$ cat config.mk
export PLATFORM = sky130hd
export DESIGN_NAME = ptsd_sqrt_cell
export DESIGN_NICKNAME = d
export VERILOG_FILES = /design/src/design/ptsd_pkg.sv /design/src/design/ptsd_sqrt_cell.sv
export SDC_FILE = /design/constraint.sdc
export NUM_CORES = 1
export LEC_CHECK = 0
export BUFFER_PORTS_ARGS = -buffer_cell sky130_fd_sc_hd__buf_2
export CAP_MARGIN = 25
export CORE_MARGIN = 5
export CORE_UTILIZATION = 40
export CTS_CLUSTER_DIAMETER = 30
export DETAILED_ROUTE_END_ITERATION = 10
export PLACE_DENSITY = 0.69
export SETUP_SLACK_MARGIN = 0.15
export SLEW_MARGIN = 20
export SYNTH_ARGS = -nofsm -noshare
export SYNTH_HDL_FRONTEND = slang
export SYNTH_SLANG_ARGS = --single-unit
$ cat constraint.sdc
create_clock -name clk -period 4.7 [get_ports clk]
set_input_delay 0.705 -clock clk [delete_from_list [all_inputs] [get_ports clk]]
set_output_delay 0.705 -clock clk [all_outputs]
set_load 0.01 [all_outputs]
$ cat src/design/ptsd_pkg.sv
// ----------------------------------------------------------------------------
// Point-to-segment distance package
// Widths, types and codes shared by the front end, the cells and the top level.
// ----------------------------------------------------------------------------
package ptsd_pkg;

  localparam int COORD_W = 16;
  localparam int DIFF_W  = COORD_W + 1;
  localparam int PROD_W  = 2 * DIFF_W;
  localparam int SUM_W   = PROD_W + 1;
  localparam int QUO_W   = SUM_W;
  localparam int NUM_W   = 2 * SUM_W;
  localparam int HALF_W  = (SUM_W + 1) / 2;
  localparam int HIGH_W  = SUM_W - HALF_W;
  localparam int ROOT_W  = (QUO_W + 1) / 2;
  localparam int RAD_W   = 2 * ROOT_W;
  localparam int REM_W   = ROOT_W + 2;
  localparam int DIST_W  = 17;

  typedef logic signed [COORD_W-1:0] coord_t;

  typedef enum logic [1:0] {
    PART_START    = 2'd0,
    PART_END      = 2'd1,
    PART_INTERIOR = 2'd2
  } part_t;

  typedef struct packed {
    logic  valid;
    part_t part;
  } ctl_t;

endpackage

$ cat src/design/ptsd_sqrt_cell.sv
// ----------------------------------------------------------------------------
// Point-to-segment distance square-root cell
// One digit step of the integer square root: two radicand bits in, one root bit out.
// ----------------------------------------------------------------------------
module ptsd_sqrt_cell (
  input  logic                         clk,
  input  logic                         rst,
  input  ptsd_pkg::ctl_t               ctl_i,
  input  logic [ptsd_pkg::RAD_W-1:0]   rad_i,
  input  logic [ptsd_pkg::REM_W-1:0]   rem_i,
  input  logic [ptsd_pkg::ROOT_W-1:0]  root_i,
  output ptsd_pkg::ctl_t               ctl_o,
  output logic [ptsd_pkg::RAD_W-1:0]   rad_o,
  output logic [ptsd_pkg::REM_W-1:0]   rem_o,
  output logic [ptsd_pkg::ROOT_W-1:0]  root_o
);
  import ptsd_pkg::*;

  logic [REM_W+1:0] rem2, trial, diff;
  logic             ge;

  always_comb begin
    rem2  = {rem_i, rad_i[RAD_W-1:RAD_W-2]};
    trial = (REM_W + 2)'({root_i, 2'b01});
    diff  = rem2 - trial;
    ge    = (rem2 >= trial);
  end

  always_ff @(posedge clk) begin
    if (rst) begin
      ctl_o.valid <= 1'b0;
    end else begin
      ctl_o.valid <= ctl_i.valid;
    end
    ctl_o.part <= ctl_i.part;
    rad_o  <= rad_i << 2;
    rem_o  <= ge ? diff[REM_W-1:0] : rem2[REM_W-1:0];
    root_o <= {root_i[ROOT_W-2:0], ge};
  end

  assert property (@(posedge clk) disable iff (rst)
    ctl_o.valid |-> (rem_o <= REM_W'({root_o, 1'b0})))
    else $error("Square-root remainder exceeds twice the root.");

endmodule

==> implementation parameters <==
Parameter                              Value

Clock network
  TritonCTS sink count    75
  Number of buffers inserted during clock tree synthesis    9
  Post-CTS setup buffers    0
  Root Buffer    sky130_fd_sc_hd__clkbuf_8
  CTS clock-pin slew for the worst setup and hold paths    70 ps
  CTS-repair resized insts    0
  H-tree depth    3
  Number of buffers on the longest clock path    2
  TritonCTS clock tree    built
  Total of hold buffers inserted after clock tree synthesis    0

Min path
  Worst min-delay path startpoint    rad_i[32]
  Hold crit path type    primary input to flop
  Number of instances on the worst hold path    1
  Endpoint with the worst hold slack    rad_o[34]$_DFF_P_

Worst setup path
  Largest stage delay on the critical path    640 ps
  Arrival time of data at the critical path endpoint    3310 ps
  Ordered list of cells on the worst path    buf_2 > inv_1 > ha_1 > a21o_1 > a221o_1 > a21oi_2 > o31ai_1 > o211ai_2 > buf_12 > mux2_4
  Kind of end point of the critical path    flop
  Req. time, crit path    4920 ps
  Number of buffer and inverter instances along the worst setup path    3
  Master of the slowest instance on the critical path    sky130_fd_sc_hd__o211ai_2
  Crit Path Class    primary input to flop
  Worst Setup Start Kind    primary input
  Maximum fanout count along the critical path    12
  Category of cells accounting for the largest share of critical-path delay    compound AO/OA/AOI/OAI gates

Yosys
  Fraction of the mapped netlist area in compound gates    12.30%
  Mux share of post-synthesis cell area    9.679%
  Portion of synthesized cell area occupied by the leading cell type    50.72%
  Post-synth EDFFs    0
  Total of warnings raised by yosys    0
  Share of synthesized flip-flops with an asynchronous set or reset    0%
  Dominant combinational cell family by area after synthesis    compound AO/OA/AOI/OAI gates
  Post-synthesis sequential area ratio    50.72%
  Cells after Synth    270
  Ranking of synthesized cells by area    sky130_fd_sc_hd__dfxtp_1, sky130_fd_sc_hd__mux2_4, sky130_fd_sc_hd__ha_1
  Register bit total from synthesis    75
  Syn avg cell area    10.96 um2
  Post-Synth Adder-Cell Area    8.453%
  Summed instance area of the synthesized netlist    0.002960 mm2
  Post-synthesis xor/xnor area fraction    5.325%
  Number of distinct library cells after synthesis    43
  Simple-gate portion of the synthesized area    8.199%
  Largest area contributor in the synthesized netlist    sky130_fd_sc_hd__dfxtp_1
  Leading register cell type out of synthesis    sky130_fd_sc_hd__dfxtp_1

Die
  Initial standard-cell utilization of the core    41.03%
  Number of ports placed on the die boundary    156
  X dimension of the die    96.03 um
  Std-Cell Core Area    0.007214 mm2
  Total Die Area    0.009222 mm2
  Die boundary height    96.03 um
  Floorplan row count    31

Final layout
  Final Net Count    529
  Area of the multi-input gates    0.001309 mm2
  Layout cell share with drive strength beyond 1    44.37%
  Filler cells    662
  Area Growth Syn to Fin    36.43%
  FF+latch area    0.001501 mm2

Timing
  Max Slew Vio Count    0
  Unrepaired setup endpoints after global routing    no
  Final setup violation count    0
  Max Fclk    323.9 MHz
  Final hold violation count    0
  Final period demand of the worst path    3088 ps
  TNS Setup    0 ps
  Period utilisation layout    65.70%
  Worst slew margin relative to its limit    46.74%
  Actual slew at the worst max-slew pin    796.6 ps
  Post-route setup slack    1612 ps

Power
  Max rail drop VDD    147.5 uV
  Leakage Power    2.045 nW
  Cell area power density    402.7 mW/mm2

Global route
  Initial antenna violation count    1
  Global-route usage over all layers    15.76%
  Largest net degree at the start of global routing    14
  First-pass GRT wire length    11180 um
  Total overflow reported by the global router    0
  Vias in the first global route    2444

Run
  Reported max-cap violation count    0

Routing
  Wire length per cell    13.98 um
  DRC violations left    0
  Number of DRC markers in iteration 0    80
  Antenna Violating Nets Remaining    0
  Via Count    2477
  Wirelength, routed    7478 um
  Vias per cell    4.630
  Total iterations of the first detailed-routing run    4

Outcome
  Status    finished, final reports clean

Placed design
  Last weighted congestion value of the routability-driven placer    0.8196
  Place WS    1226 ps
  Count of buffers from port buffering    153
  Half-perimeter wire length after detailed placement    6210 um
==> state kept, by name, summed over array words and instances, names as in the netlist <==
name	count
rad_o	34
rem_o	20
ctl_o	3
root_o	18
==> metal layers <==
layer	global-route usage [%]	vias up	wire (um)
met5	0	-	0
met4	7.109	0	93
met3	4.066	7	756
met2	29.61	100	3811
met1	16.16	1113	2817
li1	-	1257	-
==> worst max path at each step <==
stage,to,slack [ps],startpoint,cells past startpoint
final,rem_o[4]$_DFF_P_,1610,root_i[13],10
after global routing,rem_o[19]$_DFF_P_,1460,root_i[13],10
after CTS,rem_o[19]$_DFF_P_,1590,root_i[13],10
after detailed placement,rem_o[19]$_DFF_P_,1230,root_i[7],10
after global placement,rem_o[19]$_DFF_P_,1300,rem_i[7],9
after floorplan,rem_o[10]$_DFF_P_,1980,root_i[13],9
==> cell usage in the layout (no fill, tap or decap), types with 5 or more instances in the layout <==
cell | netlist | final
sky130_fd_sc_hd__dfxtp_1 | 75 | 75
sky130_fd_sc_hd__a211oi_1 | 5 | 5
sky130_fd_sc_hd__xnor2_1 | 9 | 9
sky130_fd_sc_hd__xor2_1 | 9 | 9
sky130_fd_sc_hd__inv_1 | 27 | 27
sky130_fd_sc_hd__nor3_1 | 6 | 6
sky130_fd_sc_hd__o21ai_0 | 8 | 8
sky130_fd_sc_hd__mux2_4 | 17 | 17
sky130_fd_sc_hd__nand2_1 | 9 | 9
sky130_fd_sc_hd__nor2_1 | 12 | 12
sky130_fd_sc_hd__ha_1 | 20 | 20
sky130_fd_sc_hd__clkbuf_8 | 0 | 9
sky130_fd_sc_hd__a21oi_1 | 15 | 15
sky130_fd_sc_hd__nand3_1 | 6 | 6
sky130_fd_sc_hd__buf_2 | 0 | 153
==> report_power, final <==
part	total [mW]	switching, mW	internal (mW)
Combinational	0.378	0.189	0.189
Clock	0.531	0.231	0.300
Sequential	0.717	0.0147	0.703
Total	1.63	0.435	1.19
==> final cells by class <==
type	count	share of cell area, %
flip-flops and latches	75	37.17
multi-input cells	163	32.40
repair buffers	154	19.45
clock buffers	10	3.160
well taps	99	3.067
inverters	27	2.509
clock inverters	6	2.169
diodes	1	0.06196
==> synth_stat cells (3+ instances only) <==
| library cell | number |
|---|---|
| sky130_fd_sc_hd__nand2_1 | 9 |
| sky130_fd_sc_hd__o21ai_0 | 8 |
| sky130_fd_sc_hd__nor4_1 | 4 |
| sky130_fd_sc_hd__nor2b_1 | 3 |
| sky130_fd_sc_hd__o211ai_1 | 3 |
| sky130_fd_sc_hd__o21a_1 | 4 |
| sky130_fd_sc_hd__mux2_4 | 17 |
| sky130_fd_sc_hd__inv_1 | 27 |
| sky130_fd_sc_hd__nor2_1 | 12 |
| sky130_fd_sc_hd__xor2_1 | 9 |
| sky130_fd_sc_hd__nand3_1 | 6 |
| sky130_fd_sc_hd__a21oi_1 | 15 |
| sky130_fd_sc_hd__buf_6 | 3 |
| sky130_fd_sc_hd__o31ai_1 | 4 |
| sky130_fd_sc_hd__nor3_1 | 6 |
| sky130_fd_sc_hd__xnor2_1 | 9 |
| sky130_fd_sc_hd__a211oi_1 | 5 |
| sky130_fd_sc_hd__ha_1 | 20 |
| sky130_fd_sc_hd__dfxtp_1 | 75 |
==> metrics by stage <==
stage          power (mW)  hold slack (ps)  cell area [um2]  std cells  util, %
6_report            1.626            459.8             4039        535    55.98
5_1_grt             1.715            444.4             4039        535    55.98
4_1_cts             1.650            445.8             4036        534    55.95
3_5_place_dp        1.114            809.1             3821        518    52.97
3_3_place_gp        1.107            807.5             3821        518    52.97
2_1_floorplan      0.9739            732.7             2964        271        -
==> logic make-up (layout without fill, tap and decap cells) <==
kind of cell,after synthesis,count (layout)
buffers and inverters,33,197
multiplexers,20,20
other,1,3
adder cells (fa/ha/maj),20,20
AND/OR/NAND/NOR,49,49
flip-flops,75,75
AO/OA/AOI/OAI,54,54
XOR/XNOR,18,18
Power figures use the tool's default switching activity.
