--- src/design/ptsd_pkg.sv ---
// ----------------------------------------------------------------------------
// Point-to-segment distance package
// Widths, types and codes shared by the front end, the cells and the top level.
// ----------------------------------------------------------------------------
package ptsd_pkg;

  localparam int COORD_W = 16;
  localparam int DIFF_W  = COORD_W + 1;
  localparam int PROD_W  = 2 * DIFF_W;
  localparam int SUM_W   = PROD_W + 1;
  localparam int QUO_W   = SUM_W;
  localparam int NUM_W   = 2 * SUM_W;
  localparam int HALF_W  = (SUM_W + 1) / 2;
  localparam int HIGH_W  = SUM_W - HALF_W;
  localparam int ROOT_W  = (QUO_W + 1) / 2;
  localparam int RAD_W   = 2 * ROOT_W;
  localparam int REM_W   = ROOT_W + 2;
  localparam int DIST_W  = 17;

  typedef logic signed [COORD_W-1:0] coord_t;

  typedef enum logic [1:0] {
    PART_START    = 2'd0,
    PART_END      = 2'd1,
    PART_INTERIOR = 2'd2
  } part_t;

  typedef struct packed {
    logic  valid;
    part_t part;
  } ctl_t;

endpackage

--- src/design/ptsd_div_cell.sv ---
// ----------------------------------------------------------------------------
// Point-to-segment distance divider cell
// One restoring step: produces one quotient bit and hands on the remainder.
// ----------------------------------------------------------------------------
module ptsd_div_cell (
  input  logic                        clk,
  input  logic                        rst,
  input  ptsd_pkg::ctl_t              ctl_i,
  input  logic [ptsd_pkg::SUM_W-1:0]  rem_i,
  input  logic [ptsd_pkg::QUO_W-1:0]  low_i,
  input  logic [ptsd_pkg::SUM_W-1:0]  div_i,
  output ptsd_pkg::ctl_t              ctl_o,
  output logic [ptsd_pkg::SUM_W-1:0]  rem_o,
  output logic [ptsd_pkg::QUO_W-1:0]  low_o,
  output logic [ptsd_pkg::SUM_W-1:0]  div_o
);
  import ptsd_pkg::*;

  logic [SUM_W:0] sh, diff;
  logic           ge;

  always_comb begin
    sh   = {rem_i, low_i[QUO_W-1]};
    diff = sh - {1'b0, div_i};
    ge   = (sh >= {1'b0, div_i});
  end

  always_ff @(posedge clk) begin
    if (rst) begin
      ctl_o.valid <= 1'b0;
    end else begin
      ctl_o.valid <= ctl_i.valid;
    end
    ctl_o.part <= ctl_i.part;
    rem_o <= ge ? diff[SUM_W-1:0] : sh[SUM_W-1:0];
    low_o <= {low_i[QUO_W-2:0], ge};
    div_o <= div_i;
  end

  assert property (@(posedge clk) disable iff (rst) ctl_o.valid |-> (rem_o < div_o))
    else $error("Divider remainder not below divisor.");

endmodule

--- config.mk ---
export PLATFORM = sky130hd
export DESIGN_NAME = ptsd_div_cell
export DESIGN_NICKNAME = d
export VERILOG_FILES = /design/src/design/ptsd_pkg.sv /design/src/design/ptsd_div_cell.sv
export SDC_FILE = /design/constraint.sdc
export NUM_CORES = 1
export LEC_CHECK = 0
export BUFFER_PORTS_ARGS = -buffer_cell sky130_fd_sc_hd__buf_2
export CORE_MARGIN = 4
export CORE_UTILIZATION = 39
export DETAILED_ROUTE_END_ITERATION = 10
export HOLD_SLACK_MARGIN = 0.15
export PLACE_DENSITY_LB_ADDON = 0.08
export RECOVER_POWER = 50
export SKIP_CTS_REPAIR_TIMING = 1
export SYNTH_ARGS = -nofsm -noshare
export SYNTH_HDL_FRONTEND = slang
export SYNTH_SLANG_ARGS = --single-unit
--- constraint.sdc ---
create_clock -name clk -period 3.7 [get_ports clk]
set_input_delay 0.37 -clock clk [delete_from_list [all_inputs] [get_ports clk]]
set_output_delay 0.37 -clock clk [all_outputs]
set_load 0.02 [all_outputs]
==> flow_summary.json, run 1 <==
{
  "place_ws_ns": 0.4376,
  "setup_viol": 0,
  "cellLeakagePower_uw": 0.003210,
  "routabilityCongestion": 0.7875,
  "num_rows": 39,
  "coreArea_um2": 11420,
  "vias_per_cell": 4.759,
  "crit_path_max_incr_delay_ns": 0.56,
  "tightest_slew_ns": 0.6614,
  "synth_edf_count": 0,
  "synthFlopType": "dfxtp_1",
  "post-route-period-util": 0.9274,
  "cts_root_buf": "clkbuf_16",
  "hold_ws_ns": 0.1753,
  "antenna_found_initial": 0,
  "wl_met2_um": 6748,
  "fin_tns_setup_ns": 0,
  "htree_levels": 3,
  "worst_setup_path_start_kind": "input port",
  "cts.sinks": 108,
  "avgSynthCellArea_um2": 9.457,
  "ys_seq_area_frac": 0.4743,
  "finalWirelength_um": 13590,
  "initial_core_util": 0.3992,
  "rsz0062_at_grt": "no",
  "ir_drop_uv": 368.7,
  "vias": 4369,
  "yosysTopAreaCellShare": 0.4743,
  "final_nets": 916,
  "drtIter0Drc": 145,
  "clkSlewWorstSetupHoldPaths_ns": 0.07,
  "fp.dieW_um": 116.1,
  "drc_errors": 0,
  "slew_viol_final": 0,
  "antenna_cells": 0,
  "top_layer": "met4",
  "fillers": 1068,
  "syn_nets": 628,
  "p_per_area_nw_per_um2": 470.6,
  "syn_area_um2": 4558,
  "cap_violations": 0,
  "critPathLaunch": "div_i[27]",
  "grt_max_degree": 32,
  "endpoint_kind": "flop",
  "wl_met1_um": 5688,
  "finalWorstSetupSlack_ns": 0.2686,
  "dieArea_um2": 13480,
  "async_flop_share": 0,
  "antenna_left": 0,
  "wl_met3_um": 974,
  "hold_start": "rst",
  "dp.final_hpwl_um": 9980,
  "numPortBuffers": 217,
  "crit_fanout": 13,
  "path_class": "input port to flop",
  "fin_util": 0.5871,
  "hp-class": "input port to flop",
  "netlist_instances": 482,
  "synthTopCellsByArea": "dfxtp_1, ha_1, nand2_1",
  "synth_top_area_cell": "dfxtp_1",
  "fp.dieH_um": 116.1,
  "cts_buffers": 9,
  "io_pins": 218,
  "cts_buffer_depth": 2,
  "grt.total_usage": 0.1742,
  "period_needed_ns": 3.431,
  "ys_types": 58,
  "syn2layout_area_growth_pct": 47.08,
  "drive_gt1_frac": 0.2413,
  "outcome": "finished, final reports clean",
  "path_cells": "dlygate4sd3_1, buf_2, inv_1, ha_1, nand4_2, or4_1, or4b_1, a21oi_1, nor3_1, o31a_4, inv_2, mux2_2",
  "firstDrtPassIters": 4,
  "grt_pass1_vias": 3801,
  "hold_viol": 0,
  "max_slew_margin": 0.5591,
  "ys_ff_latch": 108,
  "tritoncts": "yes",
  "overflow": 0,
  "yosysWarnings": 0,
  "grt_pass1_wl_um": 18460,
  "fmax_ghz": 0.2914,
  "post_drt_wl_per_cell_um": 14.81,
  "crit_slowest_cell": "or4_1",
  "worst_ep_required_time_ns": 3.94,
  "arrival_ns": 3.67
}
==> cells in the mapped netlist (all sizes together), types with 5 or more instances <==
| master | count |
|---|---|
| buf | 11 |
| dfxtp | 108 |
| nor2 | 21 |
| o21bai | 6 |
| a21oi | 39 |
| nand4 | 7 |
| nand3 | 7 |
| nand2 | 52 |
| inv | 40 |
| nor2b | 5 |
| xnor2 | 18 |
| xor2 | 13 |
| a21o | 12 |
| ha | 35 |
| a31oi | 5 |
| o21ai | 49 |
==> per-stage QoR <==
| step | instance area [um^2] | std cells | power (uW) |
|---|---|---|---|
| detailed placement | 5769 | 832 | 2148 |
| finish | 6704 | 918 | 3155 |
| global placement | 5769 | 832 | 2146 |
| CTS | 6080 | 848 | 3143 |
| floorplan | 4558 | 482 | 1873 |
| global route | 6704 | 918 | 3335 |
==> power breakdown <==
group          switching, uW  leakage (uW)  internal, uW
combinational            505       0.00215           342
sequential              32.7      0.000911          1290
clock                    437      0.000151           551
total                    974       0.00321          2180
==> state kept, by name, indices dropped and copies added, names as in the netlist <==
register	count
rem_o	35
div_o	35
low_o	35
ctl_o	3
==> kinds of logic after synthesis <==
kind of cell / Yosys count / share of synthesized area
buffers and inverters: 55 / 0.05298
multiplexers: 1 / 0.002470
flip-flops: 108 / 0.4743
AO/OA/AOI/OAI: 136 / 0.1845
AND/OR/NAND/NOR: 115 / 0.1257
XOR/XNOR: 31 / 0.05957
adder cells (fa/ha/maj): 36 / 0.1005
==> final timing paths <==
check	endpoint	slack (ns)	cells after the start
hold / removal	ctl_o[2]$_SDFF_PP0_	0.18	2
setup / recovery	rem_o[14]$_DFF_P_	0.27	12
==> final cells by class <==
class / instances / area (um^2) / area share
clock buffers: 10 / 239.0 / 0.03565
clock inverters: 6 / 71.32 / 0.01064
inverters: 40 / 150.1 / 0.02240
multi-input cells: 319 / 2155 / 0.3214
flip-flops and latches: 108 / 2162 / 0.3225
well taps: 143 / 178.9 / 0.02669
repair buffers: 292 / 1748 / 0.2607
==> cell usage in the layout (no fill, tap or decap), types with 2 or more instances in the layout <==
| master | Yosys | final |
|---|---|---|
| dlygate4sd3_1 | 0 | 70 |
| a31oi_1 | 5 | 5 |
| and4_1 | 2 | 2 |
| nand2b_1 | 3 | 3 |
| o21ai_1 | 21 | 21 |
| o21a_1 | 3 | 3 |
| clkbuf_1 | 4 | 61 |
| nand4_1 | 6 | 6 |
| dfxtp_1 | 108 | 108 |
| ha_1 | 35 | 35 |
| o41ai_1 | 2 | 2 |
| xor2_1 | 13 | 13 |
| and2_1 | 3 | 3 |
| and3_1 | 4 | 4 |
| nor2b_1 | 5 | 5 |
| buf_4 | 1 | 5 |
| nand3_1 | 7 | 7 |
| xnor2_1 | 18 | 18 |
| clkbuf_16 | 0 | 9 |
| nor2_1 | 21 | 21 |
| a21oi_1 | 38 | 38 |
| a21o_1 | 12 | 12 |
| o21bai_1 | 6 | 6 |
| o211a_1 | 2 | 2 |
| inv_1 | 39 | 39 |
| a41o_1 | 2 | 2 |
| nand2_1 | 52 | 52 |
| o22ai_1 | 2 | 2 |
| o2111ai_1 | 2 | 2 |
| buf_2 | 7 | 155 |
| o21ai_0 | 28 | 28 |
==> routing by layer <==
metal | GRT usage | vias up
met5 | 0 | -
met4 | 0.07193 | 0
met3 | 0.03523 | 10
met2 | 0.2923 | 160
met1 | 0.2192 | 1955
li1 | - | 2244
==> critical path, delay by kind of cell <==
| family | cells | cell delay, ns |
|---|---|---|
| compound gates | 2 | 0.32 |
| fa+ha+maj | 1 | 0.42 |
| buf+inv | 4 | 0.89 |
| mux | 1 | 0.36 |
| simple gates | 4 | 1.30 |
No activity file was read; power rests on OpenSTA's default activity.
==> run 2, diff against run 1 <==
--- a/config.mk
+++ b/config.mk
@@ -10,9 +10,10 @@
 export CORE_UTILIZATION = 39
 export DETAILED_ROUTE_END_ITERATION = 10
 export HOLD_SLACK_MARGIN = 0.15
-export PLACE_DENSITY_LB_ADDON = 0.08
+export PLACE_DENSITY = 0.69
 export RECOVER_POWER = 50
 export SKIP_CTS_REPAIR_TIMING = 1
+export SLEW_MARGIN = 40
 export SYNTH_ARGS = -nofsm -noshare
 export SYNTH_HDL_FRONTEND = slang
 export SYNTH_SLANG_ARGS = --single-unit
==> run 2 against run 1 <==
  * Core utilization hardly changed
  * Power fell by 2.0%
  * Combinational power increased by 2%
  * Clock-buffer cell count did not move
  * Clock power shrank 7.8%
==> flow_summary.json, run 2 (synthesis results as in run 1) <==
{
  "outcome": "finished, final reports clean",
  "p_seq_frac": 0.427,
  "setup_viol": 0,
  "fmax_ghz": 0.2898,
  "vias_per_cell": 4.848,
  "grt.total_usage": 0.1802,
  "post-route-period-util": 0.9327,
  "dieArea_um2": 13480,
  "cellLeakagePower_uw": 0.003311,
  "slew_viol_final": 0,
  "cts.sinks": 108,
  "worst_ep_required_time_ns": 3.94,
  "coreArea_um2": 11420,
  "ir_drop_uv": 384.3,
  "hold_viol": 0,
  "clkPwrFrac": 0.294,
  "syn2layout_area_growth_pct": 47.19,
  "grt_pass1_wl_um": 18850,
  "layout_commonest_cell": "buf_2",
  "rsz0062_at_grt": "no",
  "antenna_found_initial": 1,
  "clkSlewWorstSetupHoldPaths_ns": 0.07,
  "period_needed_ns": 3.451,
  "final_cell_mix": "buf_2, dfxtp_1, dlygate4sd3_1",
  "hold_start": "rst",
  "crit_fanout": 16,
  "endpoint_kind": "flop",
  "fp.dieH_um": 116.1,
  "drtIter0Drc": 229,
  "fin_util": 0.5876,
  "hold_ws_ns": 0.1663,
  "seq_area_um2": 2162,
  "vias": 4436,
  "drc_errors": 0,
  "fin_tns_setup_ns": 0,
  "cts_buffers": 9,
  "whs_endpoint": "ctl_o[2]$_SDFF_PP0_",
  "fp.dieW_um": 116.1,
  "hp-class": "input port to flop",
  "max_slew_margin": 0.5883,
  "antenna_left": 0,
  "grt_pass1_vias": 3988,
  "worst_setup_path_start_kind": "input port",
  "htree_levels": 3,
  "p_switching_uw": 982.3,
  "p_sw_frac": 0.3177,
  "arrival_ns": 3.69,
  "firstDrtPassIters": 4,
  "numPortBuffers": 217,
  "routabilityCongestion": 0.8759,
  "fillers": 1017,
  "tritoncts": "yes",
  "reg_top3": "div_o x35, low_o x35, rem_o x35",
  "grt_max_degree": 46,
  "p_per_area_nw_per_um2": 460.9,
  "post_drt_wl_per_cell_um": 15.04,
  "num_rows": 39,
  "io_pins": 218,
  "path_class": "input port to flop",
  "cap_violations": 0,
  "overflow": 0,
  "initial_core_util": 0.3992,
  "power_uw": 3092,
  "drive_gt1_frac": 0.2996,
  "final_nets": 912,
  "power_frac_comb": 0.279,
  "tightest_slew_ns": 0.6176,
  "finalWirelength_um": 13770,
  "hold_path_depth": 2,
  "cts_buffer_depth": 2,
  "p_int_uw": 2110,
  "cts_root_buf": "clkbuf_16",
  "dp.final_hpwl_um": 10160,
  "multi_input_area_um2": 2155
}
[run 2: power groups by stage]
stage / Combinational (uW) / Clock (uW) / Sequential (uW)
6_report: 863 / 910 / 1320
5_1_grt: 944 / 990 / 1330
4_1_cts: 809 / 946 / 1320
3_5_place_dp: 804 / 0 / 1350
3_3_place_gp: 795 / 0 / 1340
2_1_floorplan: 363 / 0 / 1510
[run 2: area by class of cell]
cell class / count / area share
Multi-Input combinational cell: 319 / 0.3211
Sequential cell: 108 / 0.3223
Timing Repair Buffer: 288 / 0.2646
Antenna cell: 1 / 0.0003730
Tap cell: 143 / 0.02667
Clock inverter: 6 / 0.008392
Inverter: 40 / 0.02238
Clock buffer: 10 / 0.03413
[run 2: worst max-delay path by stage]
stage	start	to	slack, ns	cells after the start
2_1_floorplan	div_i[26]	rem_o[33]$_DFF_P_	0.89	12
3_5_place_dp	div_i[27]	rem_o[14]$_DFF_P_	0.43	11
4_1_cts	div_i[27]	rem_o[14]$_DFF_P_	0.79	11
6_report	div_i[26]	rem_o[14]$_DFF_P_	0.25	12
5_1_grt	div_i[19]	rem_o[14]$_DFF_P_	0.002	12
3_3_place_gp	div_i[27]	rem_o[14]$_DFF_P_	0.50	11
[run 2: metal layers]
metal | vias to the layer above | track usage | part of all wire
met5 | - | 0 | 0
met4 | 0 | 0.08585 | 0.019
met3 | 18 | 0.04093 | 0.081
met2 | 174 | 0.3134 | 0.50
met1 | 2011 | 0.2098 | 0.40
li1 | 2233 | - | -
[run 2: critical path, cell delays in order]
cell and delay (ns):
dlygate4sd3_1 0.53, clkbuf_1 0.11, inv_1 0.06, ha_1 0.41, nand4_2 0.19, or4_1 0.56, or4b_1 0.48, a21oi_1 0.15
nor3_1 0.07, o31a_4 0.18, inv_2 0.22, mux2_2 0.36
[run 2: per-stage QoR]
stage	worst slack [ns]	cell area (um^2)	instances
after CTS	0.7887	6032	845
after global routing	0.001767	6709	915
after global placement	0.5018	5747	829
after floorplan	0.8937	4558	482
after detailed placement	0.4279	5747	829
final	0.2490	6709	915
==> run 3, diff against run 2 <==
--- a/config.mk
+++ b/config.mk
@@ -6,6 +6,7 @@
 export NUM_CORES = 1
 export LEC_CHECK = 0
 export BUFFER_PORTS_ARGS = -buffer_cell sky130_fd_sc_hd__buf_2
+export CORE_ASPECT_RATIO = 0.6
 export CORE_MARGIN = 4
 export CORE_UTILIZATION = 39
 export DETAILED_ROUTE_END_ITERATION = 10
==> run 3 against run 2 <==
  * Hold slack better by 0.010 ns
  * Worst setup slack worse by 0.062 ns
  * Sequential power hardly changed
  * Cell count is 2.3% higher
  * Via count is 1.2% higher
  * Highest routed layer is now met5
==> flow_summary.json, run 3 (synthesis results as in run 1) <==
{
  "outcome": "finished, final reports clean",
  "coreArea_um2": 11370,
  "grt_max_degree": 41,
  "cts_buffers": 9,
  "syn2layout_area_growth_pct": 48.97,
  "hold_ws_ns": 0.1765,
  "drc_errors": 0,
  "vias_per_cell": 4.798,
  "post_drt_wl_per_cell_um": 14.85,
  "cts.sinks": 108,
  "initial_core_util": 0.4008,
  "fp.dieW_um": 147.6,
  "power_uw": 3125,
  "firstDrtPassIters": 5,
  "post-route-period-util": 0.9496,
  "antenna_found_initial": 3,
  "layout_commonest_cell": "buf_2",
  "setup_viol": 0,
  "period_needed_ns": 3.513,
  "vias": 4491,
  "final_nets": 917,
  "p_per_area_nw_per_um2": 460.2,
  "worst_setup_path_start_kind": "input port",
  "num_rows": 30,
  "crit_fanout": 21,
  "overflow": 0,
  "cap_violations": 0,
  "slew_viol_final": 0,
  "dieArea_um2": 13540,
  "rsz0062_at_grt": "no",
  "cts_root_buf": "clkbuf_16",
  "tritoncts": "yes",
  "finalWirelength_um": 13900,
  "place_ws_ns": 0.3763,
  "dp.final_hpwl_um": 10650,
  "cts_buffer_depth": 2,
  "clkSlewWorstSetupHoldPaths_ns": 0.07,
  "ir_drop_uv": 276.2,
  "worst_ep_required_time_ns": 3.93,
  "drtIter0Drc": 228,
  "io_pins": 218,
  "drive_gt1_frac": 0.3170,
  "fin_util": 0.5970,
  "path_class": "input port to flop",
  "fin_tns_setup_ns": 0,
  "antenna_left": 0,
  "cellLeakagePower_uw": 0.003366,
  "max_slew_margin": 0.6264,
  "final_cell_mix": "buf_2, dfxtp_1, dlygate4sd3_1",
  "endpoint_kind": "flop",
  "reg_top3": "div_o x35, low_o x35, rem_o x35",
  "hp-class": "input port to flop",
  "finalWorstSetupSlack_ns": 0.1867,
  "arrival_ns": 3.74,
  "grt_pass1_vias": 4064,
  "routabilityCongestion": 0.8628,
  "fmax_ghz": 0.2846,
  "antenna_cells": 0,
  "grt.total_usage": 0.1894,
  "numPortBuffers": 217,
  "grt_pass1_wl_um": 20750,
  "htree_levels": 3,
  "tightest_slew_ns": 0.5532,
  "hold_viol": 0,
  "fp.dieH_um": 91.74
}
==> run 3: changes by cell type in the layout (fill, tap and decap cells not counted) <==
cell,delta
buf_2,+10
clkbuf_1,-10
buf_4,+4
clkbuf_8,+2
inv_6,+2
inv_8,-2
buf_1,-1
clkinv_4,-1
diode_2,-1
dlygate4sd3_1,+1
==> run 3: final cells by class <==
class	count	area (um^2)
clock buffers	11	252.7
clock inverters	5	42.54
fillers	991	4583
inverters	40	150.1
multi-input cells	319	2155
flip-flops and latches	108	2162
well taps	160	200.2
repair buffers	293	1828
==> run 3: metrics by stage <==
| step | std cells | cell area [um^2] |
|---|---|---|
| 6_report | 936 | 6790 |
| 5_1_grt | 936 | 6790 |
| 4_1_cts | 866 | 6093 |
| 3_5_place_dp | 850 | 5798 |
| 3_3_place_gp | 850 | 5798 |
| 2_1_floorplan | 482 | 4558 |
==> run 3: worst max-delay path, stage by stage <==
cell           delay (ns)
dlygate4sd3_1        0.52
buf_2                0.11
inv_1                0.04
ha_1                 0.41
nand4_2              0.19
or4_1                0.56
or4b_1               0.48
a21oi_1              0.15
nor3_1               0.08
o31a_4               0.19
inv_2                0.25
mux2_2               0.37
==> run 3: layer usage <==
metal,GRT usage,vias up,share of wire
li1,-,2241,-
met1,0.2569,2037,0.45
met2,0.2833,179,0.44
met3,0.07407,28,0.089
met4,0.04651,6,0.012
met5,0,-,0.0024
==> run 3: worst paths after layout <==
path,from,end,depth (start not counted)
setup / recovery,div_i[25],rem_o[14]$_DFF_P_,12
hold / removal,rst,ctl_o[2]$_SDFF_PP0_,2
==> run 3: power by group <==
part | internal [uW] | total (uW) | switching [uW]
Combinational | 358 | 876 | 519
Sequential | 1290 | 1320 | 29.0
Clock | 501 | 932 | 431
Total | 2150 | 3130 | 979
